==> config.mk <==
export PLATFORM = sky130hd
export DESIGN_NAME = vigenere_cyrillic_letter_cipher
export DESIGN_NICKNAME = d
export VERILOG_FILES = /design/src/vcc_pkg.sv /design/src/vcc_letter_unit.sv /design/src/vigenere_cyrillic_letter_cipher.sv
export SDC_FILE = /design/constraint.sdc
export NUM_CORES = 1
export LEC_CHECK = 0
export BUFFER_PORTS_ARGS = -buffer_cell sky130_fd_sc_hd__buf_4
export CORE_MARGIN = 4
export CORE_UTILIZATION = 23
export CTS_CLUSTER_DIAMETER = 60
export DETAILED_ROUTE_END_ITERATION = 10
export GPL_TIMING_DRIVEN = 0
export HOLD_SLACK_MARGIN = 0.15
export PLACE_DENSITY = 0.36
export SLEW_MARGIN = 10
export SYNTH_ARGS = -nofsm -noshare
export SYNTH_HDL_FRONTEND = slang
export SYNTH_SLANG_ARGS = --single-unit
==> constraint.sdc <==
create_clock -name clk -period 5.65 [get_ports clk]
set_input_delay 0.565 -clock clk [delete_from_list [all_inputs] [get_ports clk]]
set_output_delay 0.565 -clock clk [all_outputs]
set_load 0.02 [all_outputs]
==> src/vcc_pkg.sv <==
// Shared types, constants and letter mapping functions for the Cyrillic Vigenere cipher.
package vcc_pkg;

  localparam int CODE_W    = 16;
  localparam int RESULT_W  = 11;
  localparam int IDX_W     = 6;
  localparam int KEY_LEN_W = 5;
  localparam int KEY_WORD_W = 48;
  localparam int CFG_IDX_W = 2;
  localparam int SLOTS_PER_WORD = 8;

  localparam logic [IDX_W-1:0] ALPHA_SIZE = 6'd33;
  localparam logic [IDX_W-1:0] IDX_YO     = 6'd6;

  localparam logic [CODE_W-1:0] CP_YO     = 16'h0401;
  localparam logic [CODE_W-1:0] CP_A      = 16'h0410;
  localparam logic [CODE_W-1:0] CP_YE     = 16'h0415;
  localparam logic [CODE_W-1:0] CP_ZHE    = 16'h0416;
  localparam logic [CODE_W-1:0] CP_YA     = 16'h042F;

  localparam logic [CFG_IDX_W-1:0] REG_KEY_LENGTH  = 2'd0;
  localparam logic [CFG_IDX_W-1:0] REG_KEY_LOW     = 2'd1;
  localparam logic [CFG_IDX_W-1:0] REG_KEY_HIGH    = 2'd2;

  // One letter after decoding and key lookup, on its way to the result stage.
  typedef struct packed {
    logic [IDX_W-1:0] idx;
    logic [IDX_W-1:0] key;
    logic             decrypt;
    logic             bad;
  } vcc_item_t;

  // Alphabet index of a code point; bit IDX_W is set when it is a valid letter.
  function automatic logic [IDX_W:0] code_to_index(input logic [CODE_W-1:0] code);
    logic [CODE_W-1:0] diff;
    logic [IDX_W:0]    res;
    res = '0;
    diff = '0;
    if (code == CP_YO) begin
      res = {1'b1, IDX_YO};
    end else if (code >= CP_A && code <= CP_YE) begin
      diff = code - CP_A;
      res = {1'b1, diff[IDX_W-1:0]};
    end else if (code >= CP_ZHE && code <= CP_YA) begin
      diff = code - CP_ZHE + 16'd7;
      res = {1'b1, diff[IDX_W-1:0]};
    end
    return res;
  endfunction

  // Code point of an alphabet index in the range 0 to 32.
  function automatic logic [RESULT_W-1:0] index_to_code(input logic [IDX_W-1:0] idx);
    logic [RESULT_W-1:0] res;
    if (idx == IDX_YO) begin
      res = CP_YO[RESULT_W-1:0];
    end else if (idx < IDX_YO) begin
      res = CP_A[RESULT_W-1:0] + RESULT_W'(idx);
    end else begin
      res = CP_A[RESULT_W-1:0] + RESULT_W'(idx) - 11'd1;
    end
    return res;
  endfunction

endpackage

==> src/vcc_letter_unit.sv <==
// Modular add or subtract of the key letter and mapping back to a code point.
module vcc_letter_unit
  import vcc_pkg::*;
(
  input  vcc_item_t           item,
  output logic [RESULT_W-1:0] result_code,
  output logic                bad_letter
);

  logic [IDX_W:0]   sum;
  logic [IDX_W:0]   wrapped;
  logic [IDX_W-1:0] new_idx;

  always_comb begin
    if (item.decrypt) begin
      sum = {1'b0, item.idx} + {1'b0, ALPHA_SIZE} - {1'b0, item.key};
    end else begin
      sum = {1'b0, item.idx} + {1'b0, item.key};
    end
    // Both operands are below 33, so one conditional subtract reduces the sum.
    wrapped = (sum >= {1'b0, ALPHA_SIZE}) ? sum - {1'b0, ALPHA_SIZE} : sum;
    new_idx = wrapped[IDX_W-1:0];
    bad_letter = item.bad;
    result_code = item.bad ? '0 : index_to_code(new_idx);
  end

endmodule

==> src/vigenere_cyrillic_letter_cipher.sv <==
// Vigenere cipher over the 33-letter Russian uppercase alphabet, one letter per beat.
// An accepted input beat is registered in the decode stage, then in the output register.
// Throughput: one letter per cycle unless stalled; key position moves in the accept cycle.
// The decode stage and the output register advance together, so out_stall reaches in_stall.
// Synchronous active-low reset clears the stage valids and key position; key length resets
// to one and both key words to zero.
module vigenere_cyrillic_letter_cipher
  import vcc_pkg::*;
#(
  parameter int KEY_MAX = 16
) (
  input  logic                  clk,
  input  logic                  rst_n,

  input  logic                  in_valid,
  output logic                  in_stall,
  input  logic [CODE_W-1:0]     in_letter_code,
  input  logic                  in_first_of_message,
  input  logic                  in_direction,

  output logic                  out_valid,
  input  logic                  out_stall,
  output logic [RESULT_W-1:0]   out_result_code,
  output logic                  out_bad_letter,

  input  logic                  cfg_valid,
  output logic                  cfg_ready,
  input  logic [CFG_IDX_W-1:0]  cfg_index,
  input  logic [KEY_WORD_W-1:0] cfg_data
);

  localparam int POS_W = (KEY_MAX > 1) ? $clog2(KEY_MAX) : 1;

  logic [KEY_LEN_W-1:0]  key_length_r;
  logic [KEY_WORD_W-1:0] key_low_r;
  logic [KEY_WORD_W-1:0] key_high_r;
  logic [POS_W-1:0]      key_position_r;
  logic [POS_W-1:0]      key_position_nxt;

  logic                  s1_valid_r;
  vcc_item_t             s1_item_r;
  vcc_item_t             s1_item_nxt;
  logic                  out_valid_r;
  logic [RESULT_W-1:0]   out_result_code_r;
  logic                  out_bad_letter_r;
  logic [RESULT_W-1:0]   unit_code;
  logic                  unit_bad;

  logic                  in_accept;
  logic                  out_free;
  logic [KEY_LEN_W-1:0]  eff_len;
  logic [POS_W-1:0]      pos_cur;
  logic [KEY_LEN_W-1:0]  pos_inc;
  logic [IDX_W:0]        decoded;
  logic [IDX_W-1:0]      slot_raw;
  logic [IDX_W-1:0]      key_slot [KEY_MAX];

  assign cfg_ready = 1'b1;

  always_ff @(posedge clk) begin
    if (!rst_n) begin
      key_length_r <= KEY_LEN_W'(1);
      key_low_r    <= '0;
      key_high_r   <= '0;
    end else if (cfg_valid && cfg_ready) begin
      case (cfg_index)
        REG_KEY_LENGTH: key_length_r <= cfg_data[KEY_LEN_W-1:0];
        REG_KEY_LOW:    key_low_r    <= cfg_data;
        REG_KEY_HIGH:   key_high_r   <= cfg_data;
        default: ;
      endcase
    end
  end

  for (genvar i = 0; i < KEY_MAX; i++) begin : g_slot
    if (i < SLOTS_PER_WORD) begin : g_low
      assign key_slot[i] = key_low_r[IDX_W*i +: IDX_W];
    end else begin : g_high
      assign key_slot[i] = key_high_r[IDX_W*(i-SLOTS_PER_WORD) +: IDX_W];
    end
  end

  assign out_free  = !out_valid_r || !out_stall;
  assign in_stall  = s1_valid_r && !out_free;
  assign in_accept = in_valid && !in_stall;

  always_comb begin
    // A length of zero counts as one, and a length above KEY_MAX saturates.
    if (key_length_r == '0) begin
      eff_len = KEY_LEN_W'(1);
    end else if (key_length_r > KEY_LEN_W'(KEY_MAX)) begin
      eff_len = KEY_LEN_W'(KEY_MAX);
    end else begin
      eff_len = key_length_r;
    end

    pos_cur = in_first_of_message ? '0 : key_position_r;
    if (KEY_LEN_W'(pos_cur) >= eff_len) begin
      pos_cur = '0;
    end

    decoded  = code_to_index(in_letter_code);
    slot_raw = key_slot[pos_cur];

    s1_item_nxt.idx     = decoded[IDX_W-1:0];
    s1_item_nxt.key     = (slot_raw >= ALPHA_SIZE) ? slot_raw - ALPHA_SIZE : slot_raw;
    s1_item_nxt.decrypt = in_direction;
    s1_item_nxt.bad     = !decoded[IDX_W];

    pos_inc = KEY_LEN_W'(pos_cur) + KEY_LEN_W'(1);
    if (!decoded[IDX_W]) begin
      key_position_nxt = pos_cur;
    end else if (pos_inc >= eff_len) begin
      key_position_nxt = '0;
    end else begin
      key_position_nxt = pos_inc[POS_W-1:0];
    end
  end

  always_ff @(posedge clk) begin
    if (!rst_n) begin
      key_position_r <= '0;
      s1_valid_r     <= 1'b0;
      out_valid_r    <= 1'b0;
    end else begin
      if (in_accept) begin
        key_position_r <= key_position_nxt;
      end
      if (out_free) begin
        out_valid_r <= s1_valid_r;
      end
      if (in_accept) begin
        s1_valid_r <= 1'b1;
      end else if (out_free) begin
        s1_valid_r <= 1'b0;
      end
    end
  end

  always_ff @(posedge clk) begin
    if (in_accept) begin
      s1_item_r <= s1_item_nxt;
    end
    if (out_free && s1_valid_r) begin
      out_result_code_r <= unit_code;
      out_bad_letter_r  <= unit_bad;
    end
  end

  vcc_letter_unit u_letter (
    .item        (s1_item_r),
    .result_code (unit_code),
    .bad_letter  (unit_bad)
  );

  assign out_valid       = out_valid_r;
  assign out_result_code = out_result_code_r;
  assign out_bad_letter  = out_bad_letter_r;

  // The input side only waits when the decode stage holds a beat.
  a_stall_needs_s1: assert property (@(posedge clk) disable iff (!rst_n)
    in_stall |-> s1_valid_r)
    else $error("in_stall raised with an empty decode stage");

  a_accept_fills_s1: assert property (@(posedge clk) disable iff (!rst_n)
    (in_valid && !in_stall) |=> s1_valid_r)
    else $error("accepted beat did not reach the decode stage");

  a_bad_is_zero: assert property (@(posedge clk) disable iff (!rst_n)
    (out_valid && out_bad_letter) |-> (out_result_code == '0))
    else $error("bad letter carries a nonzero code");

  a_good_in_alphabet: assert property (@(posedge clk) disable iff (!rst_n)
    (out_valid && !out_bad_letter) |->
      ((out_result_code == 11'h401) ||
       (out_result_code >= 11'h410 && out_result_code <= 11'h42F)))
    else $error("result code is outside the alphabet");

endmodule
==> results of run 1 <==
## placed cells by master, fill, tap and decap left out, types with 6 or more instances in the layout
| master | count |
|---|---|
| a21boi_0 | 25 |
| a21oi_1 | 110 |
| a22oi_1 | 7 |
| a311oi_1 | 6 |
| a31oi_1 | 8 |
| and2_1 | 7 |
| and3_1 | 6 |
| buf_2 | 10 |
| buf_4 | 87 |
| clkbuf_1 | 35 |
| clkbuf_16 | 17 |
| dfxtp_1 | 107 |
| edfxtp_1 | 26 |
| ha_1 | 46 |
| inv_1 | 35 |
| inv_2 | 6 |
| mux2_2 | 6 |
| mux2i_1 | 15 |
| nand2_1 | 257 |
| nand2b_1 | 7 |
| nand3_1 | 19 |
| nand4_1 | 7 |
| nor2_1 | 43 |
| nor2b_1 | 11 |
| nor3_1 | 19 |
| nor4_1 | 7 |
| o211ai_1 | 10 |
| o21ai_0 | 20 |
| o31ai_1 | 7 |
| or3_1 | 6 |
| xnor2_1 | 8 |
## power by group through the flow
stage | logic, W | clock network (W) | registers [W]
finish | 0.000667 | 0.00110 | 0.00104
global route | 0.000744 | 0.00118 | 0.00104
CTS | 0.000671 | 0.00114 | 0.00104
detailed placement | 0.000668 | 0 | 0.00106
global placement | 0.000673 | 0 | 0.00106
floorplan | 0.000461 | 0 | 0.00105
## metal layers
layer,part of all wire,GRT usage,vias up
li1,-,-,3696
met1,0.46,0.196,3519
met2,0.48,0.252,145
met3,0.037,0.0289,35
met4,0.027,0.0505,0
met5,0,0,-
## cells by family (layout without fill, tap and decap cells)
| family | Yosys count | in the layout | synth area share |
|---|---|---|---|
| XOR/XNOR | 11 | 11 | 0.0144 |
| flip-flops | 133 | 133 | 0.366 |
| buffers and inverters | 94 | 209 | 0.0486 |
| AND/OR/NAND/NOR | 421 | 421 | 0.241 |
| multiplexers | 21 | 21 | 0.0273 |
| adder cells (fa/ha/maj) | 48 | 48 | 0.0771 |
| AO/OA/AOI/OAI | 263 | 263 | 0.225 |
| other | 2 | 2 | 0.000940 |
## cell type report
cell class	instances	area [µm²]	share of cell area
sequential	133	2920	0.300
multi-input combinational	766	4690	0.481
clock buffer	20	447	0.0458
inverter	42	158	0.0162
clock inverter	12	120	0.0123
tap	448	561	0.0575
buffer	52	231	0.0237
timing repair buffer	83	623	0.0639
## worst max-delay path by stage
stage,start,endpoint,depth (start not counted)
finish,key_position_r[0],s1_item_r[5],18
global route,key_position_r[0],key_position_r[1],22
CTS,key_position_r[0],s1_item_r[5],18
detailed placement,in_first_of_message,s1_item_r[5],18
global placement,in_first_of_message,s1_item_r[5],18
floorplan,in_first_of_message,s1_item_r[5],19
## through the flow
stage | TNS [ps] | utilization | hold slack, ps | std cells
2_1_floorplan | 0 | - | 433 | 993
3_5_place_dp | -8.12 | 0.271 | 449 | 1524
3_3_place_gp | -72.3 | 0.271 | 444 | 1523
4_1_cts | 0 | 0.288 | 285 | 1556
6_report | 0 | 0.288 | 314 | 1556
5_1_grt | 0 | 0.288 | 294 | 1556
## sequential cells by signal (all words and copies together) (netlist names)
register and count:
key_high_r 48, key_low_r 48, s1_valid_r 1, out_bad_letter 1, key_position_r 4, out_result_code 11
key_length_r 5, s1_item_r 14, out_valid 1
==> impl_metrics.env, run 1 <==
export IMPL_drc_errors=0
export IMPL_die_area_um2=37800
export IMPL_fmax_ghz=0.188
export IMPL_placed_cell_area_um2=9180
export IMPL_die_h_um=194
export IMPL_cap_violations=0
export IMPL_arrival_ps=5480
export IMPL_r2r_end="s1_item_r[5]"
export IMPL_start_util=0.236
export IMPL_status="finished clean"
export IMPL_layout_drive_gt1_share=0.160
export IMPL_syn_nets=1114
export IMPL_post_synth_top_count_cell="nand2_1"
export IMPL_slowest_delay_ps=550
export IMPL_antenna_found_initial=0
export IMPL_finalHoldViolCount=0
export IMPL_track_usage=0.151
export IMPL_cts_setup_buffers=0
export IMPL_maxSlewViolCount=0
export IMPL_ys_types=86
export IMPL_critical_path_slowest_cell="a2111oi_4"
export IMPL_synth_area_leaders="dfxtp_1 27%, nand2_1 12%, edfxtp_1 9.8%"
export IMPL_worst_path_buf_inv=4
export IMPL_cts_tree="yes"
export IMPL_core_um2=33900
export IMPL_ios=88
export IMPL_cts_buffers=17
export IMPL_syn_avg_cell_area_um2=8.04
export IMPL_p_sw_w=0.000916
export IMPL_ir_drop_uv=206
export IMPL_worstHoldStart="in_direction"
export IMPL_io_buffers=82
export IMPL_synth_top_area_cell="dfxtp_1"
export IMPL_stdcell_area_um2=9750
export IMPL_yosysWarnings=0
export IMPL_crit_fanout=10
export IMPL_viasPerCell=4.75
export IMPL_rsz0062_at_grt="no"
export IMPL_hold_depth=1
export IMPL_p_int_w=0.00189
export IMPL_postCtsHoldBufs=0
export IMPL_grt_ovfl_total=0
export IMPL_synth_cells=993
export IMPL_p_leak_nw=3.63
export IMPL_grt_pass1_wl_um=44100
export IMPL_swShare=0.326
export IMPL_dieWidth_um=194
export IMPL_finalSetupViolations=0
export IMPL_first_pass_iters=5
export IMPL_r2r_setup_slack_ps=320
export IMPL_finClkSkew_ps=16.8
export IMPL_synth_top_area_share=0.268
export IMPL_seq_power_share=0.370
export IMPL_power_w=0.00281
export IMPL_cts_sink_count=133
export IMPL_clk_latency_ps=440
export IMPL_dpl_worst_slack_ps=-8.12
export IMPL_dp_hpwl_um=22400
export IMPL_crit_required_ps=5800
export IMPL_holdPathEnd="s1_item_r[1]"
export IMPL_area_growth_pct=22.1
export IMPL_worst_pin_slew_ps=1170
export IMPL_cellPowerDensity_nw_per_um2=288
export IMPL_async_flop_share=0
export IMPL_wl_per_cell_um=18.6
export IMPL_cts_resized=0
export IMPL_min_period_over_period=0.944
export IMPL_n_fill_cell=3780
export IMPL_grt_pass1_vias=7332
export IMPL_yosysSeqAreaShare=0.366
export IMPL_drt_total_wl_um=28900
export IMPL_r2r_start="key_position_r[0]"
export IMPL_r2r_cells=18
export IMPL_grt_max_degree=23
export IMPL_hp_class="primary input to register"
export IMPL_clk_pin_slew_ps=60
export IMPL_critPathLaunchType="register"
export IMPL_combPwrFrac=0.238
export IMPL_gp_congestion=0.910
export IMPL_antenna_cells=0
export IMPL_min_period_ps=5330
export IMPL_htreeDepth=4
export IMPL_root_buffer="clkbuf_16"
export IMPL_crit_type="register to register"
export IMPL_synth_ff_type="dfxtp_1"
export IMPL_path_delay_family="compound AO/OA/AOI/OAI gates"
export IMPL_synth_seq_cells=133
export IMPL_path_cells="buf_2 > nor2b_2 > inv_1 > buf_2 > buf_2 > ha_1 > nand2b_4 > a2111oi_4 > nor3_2 > nor2_4 > mux2_2 > o22ai_1 > a311o_1 > ha_1 > nand2_1 > o41ai_4 > nor4b_2 > xor2_1"
export IMPL_pwr_share_clk=0.392
export IMPL_route_vias_total=7395
export IMPL_final_setup_worst_slack_ps=318
export IMPL_endpoint_kind="register"
export IMPL_clockBufferDepth=2
export IMPL_netlist_area_um2=7990
export IMPL_fp_row_count=67
export IMPL_antenna_left=0
export IMPL_finalNetCount=1216
export IMPL_cp_common_cell="buf_2"
export IMPL_maxSlewHeadroom=0.212
export IMPL_synth_common_cells="257 x nand2_1, 110 x a21oi_1, 107 x dfxtp_1, 46 x ha_1, 43 x nor2_1"
export IMPL_synth_edf_count=26
export IMPL_first_iter_violations=439
(Power assumes the default switching activity.)
==> inputs of run 2 (changes only) <==
--- a/config.mk
+++ b/config.mk
@@ -10,2 +10,3 @@
 export CORE_UTILIZATION = 23
+export CTS_BUF_LIST = sky130_fd_sc_hd__clkbuf_8
 export CTS_CLUSTER_DIAMETER = 60
--- a/constraint.sdc
+++ b/constraint.sdc
@@ -3,2 +3,2 @@
 set_output_delay 0.565 -clock clk [all_outputs]
-set_load 0.02 [all_outputs]
+set_load 0.05 [all_outputs]
==> run 2 against run 1 <==
Effect of this change: die area did not move; clock power down 27%; first-iteration DRC count is 13% lower; hold slack got worse by 41 ps; total power decreased by 10%; combinational power is 1% higher; via count barely moved; sequential power barely moved; count of clock-buffer cells in the layout shrank 2; cell count unchanged; largest cell class unchanged.
==> impl_metrics.env, run 2 (same netlist as run 1, synthesis figures left out) <==
export IMPL_core_um2=33900
export IMPL_htreeDepth=4
export IMPL_top_regs="key_high_r: 48 flops, key_low_r: 48 flops, s1_item_r: 14 flops"
export IMPL_cts_tree="yes"
export IMPL_worst_pin_slew_ps=1180
export IMPL_viasPerCell=4.75
export IMPL_root_buffer="clkbuf_8"
export IMPL_slowest_delay_ps=560
export IMPL_cts_sink_count=133
export IMPL_min_period_over_period=0.949
export IMPL_tns_ps=0
export IMPL_clk_pin_slew_ps=90
export IMPL_crit_required_ps=5840
export IMPL_postCtsHoldBufs=0
export IMPL_rsz0062_at_grt="no"
export IMPL_fmax_ghz=0.187
export IMPL_maxSlewHeadroom=0.208
export IMPL_wl_per_cell_um=18.5
export IMPL_status="finished clean"
export IMPL_multi_input_area_um2=4690
export IMPL_drt_total_wl_um=28800
export IMPL_antenna_cells=0
export IMPL_regArea_um2=2920
export IMPL_layout_commonest_cell="nand2_1"
export IMPL_io_buffers=82
export IMPL_crit_type="register to register"
export IMPL_grt_ovfl_total=0
export IMPL_antenna_left=0
export IMPL_dieWidth_um=194
export IMPL_finalSetupViolations=0
export IMPL_dp_hpwl_um=22400
export IMPL_start_util=0.236
export IMPL_r2r_end="s1_item_r[5]"
export IMPL_fp_row_count=67
export IMPL_critical_path_slowest_cell="a2111oi_4"
export IMPL_antenna_found_initial=0
export IMPL_p_leak_nw=3.55
export IMPL_n_fill_cell=3798
export IMPL_area_growth_pct=19.7
export IMPL_grt_pass1_vias=7305
export IMPL_cap_violations=0
export IMPL_ir_drop_uv=146
export IMPL_die_h_um=194
export IMPL_hold_ws_ps=272
export IMPL_first_iter_violations=383
export IMPL_cts_buffers=17
export IMPL_crit_fanout=10
export IMPL_holdPathEnd="s1_item_r[1]"
export IMPL_gp_congestion=0.910
export IMPL_track_usage=0.150
export IMPL_cts_setup_buffers=0
export IMPL_grt_pass1_wl_um=44000
export IMPL_grt_max_degree=23
export IMPL_first_pass_iters=5
export IMPL_cellPowerDensity_nw_per_um2=263
export IMPL_route_vias_total=7393
export IMPL_finClkSkew_ps=14.9
export IMPL_finalHoldViolCount=0
export IMPL_clockBufferDepth=2
export IMPL_min_period_ps=5360
export IMPL_ios=88
export IMPL_most_common_layout_cells="257 x nand2_1, 110 x a21oi_1, 107 x dfxtp_1, 87 x buf_4, 46 x ha_1"
export IMPL_r2r_start="key_position_r[0]"
export IMPL_maxSlewViolCount=0
export IMPL_hold_depth=1
export IMPL_clk_latency_ps=470
export IMPL_worstHoldStart="in_direction"
export IMPL_die_area_um2=37800
export IMPL_drc_errors=0
export IMPL_r2r_setup_slack_ps=290
export IMPL_hp_class="primary input to register"
export IMPL_layout_drive_gt1_share=0.160
export IMPL_r2r_cells=18
export IMPL_critPathLaunchType="register"
export IMPL_cp_common_cell="buf_2"
export IMPL_finalNetCount=1216
export IMPL_path_cells="buf_2 > nor2b_2 > inv_1 > buf_2 > buf_2 > ha_1 > nand2b_4 > a2111oi_4 > nor3_2 > nor2_4 > mux2_2 > o22ai_1 > a311o_1 > ha_1 > nand2_1 > o41ai_4 > nor4b_2 > xor2_1"
export IMPL_endpoint_kind="register"
export IMPL_arrival_ps=5550
run 2: changes by cell type in the layout (fill, tap and decap cells not counted), sizes merged:
| cell | previous run | this run |
|---|---|---|
| clkbuf | 54 | 52 |
| inv | 47 | 49 |
run 2: through the flow:
stage / setup WS (ps) / power [W] / area [µm²] / utilization / cells
finish: 290 / 0.00252 / 9560 / 0.282 / 1556
global route: 82.7 / 0.00268 / 9560 / 0.282 / 1556
CTS: 72.2 / 0.00256 / 9550 / 0.282 / 1556
detailed placement: -8.12 / 0.00174 / 9180 / 0.271 / 1524
global placement: -72.3 / 0.00175 / 9160 / 0.271 / 1523
floorplan: 1180 / 0.00152 / 7990 / - / 993
run 2: area by class of cell:
cell class / count / share of cell area
Tap cell: 448 / 0.0586
Timing Repair Buffer: 83 / 0.0652
Multi-Input combinational cell: 766 / 0.490
Clock buffer: 18 / 0.0259
Clock inverter: 14 / 0.0134
Sequential cell: 133 / 0.306
Buffer: 52 / 0.0242
Inverter: 42 / 0.0165
run 2: how the worst max path moves through the flow:
stage / start / end / cells after the start
finish: key_position_r[0] / s1_item_r[5] / 18
global route: key_position_r[0] / key_position_r[1] / 22
CTS: key_position_r[0] / s1_item_r[5] / 18
detailed placement: in_first_of_message / s1_item_r[5] / 18
global placement: in_first_of_message / s1_item_r[5] / 18
floorplan: in_first_of_message / s1_item_r[5] / 19
run 2: repair_timing:
item / in CTS / in global routing
gates resized for setup: 0 / 3
endpoints found under the hold margin: 0 / 0
endpoints found under the setup margin: 0 / 6
run 2: worst max-delay path, delay by kind of cell, from the launching register on:
kind	cells	cell delay (ps)
flops	1	380
fa+ha+maj	2	530
mux	1	390
compound gates	4	1460
buf+inv	4	920
simple gates	6	1230
xor+xnor	1	170
run 2: layer usage:
metal	part of all wire	GRT usage	up-vias
met5	0	0	-
met4	0.019	0.0445	0
met3	0.033	0.0272	27
met2	0.49	0.256	134
met1	0.46	0.196	3530
li1	-	-	3702
run 2: report_power, final:
part	leakage [nW]	switching [W]	internal (W)
clock	0.195	0.000436	0.000365
sequential	1.13	0.0000285	0.00101
combinational	2.23	0.000423	0.000254
total	3.55	0.000888	0.00163
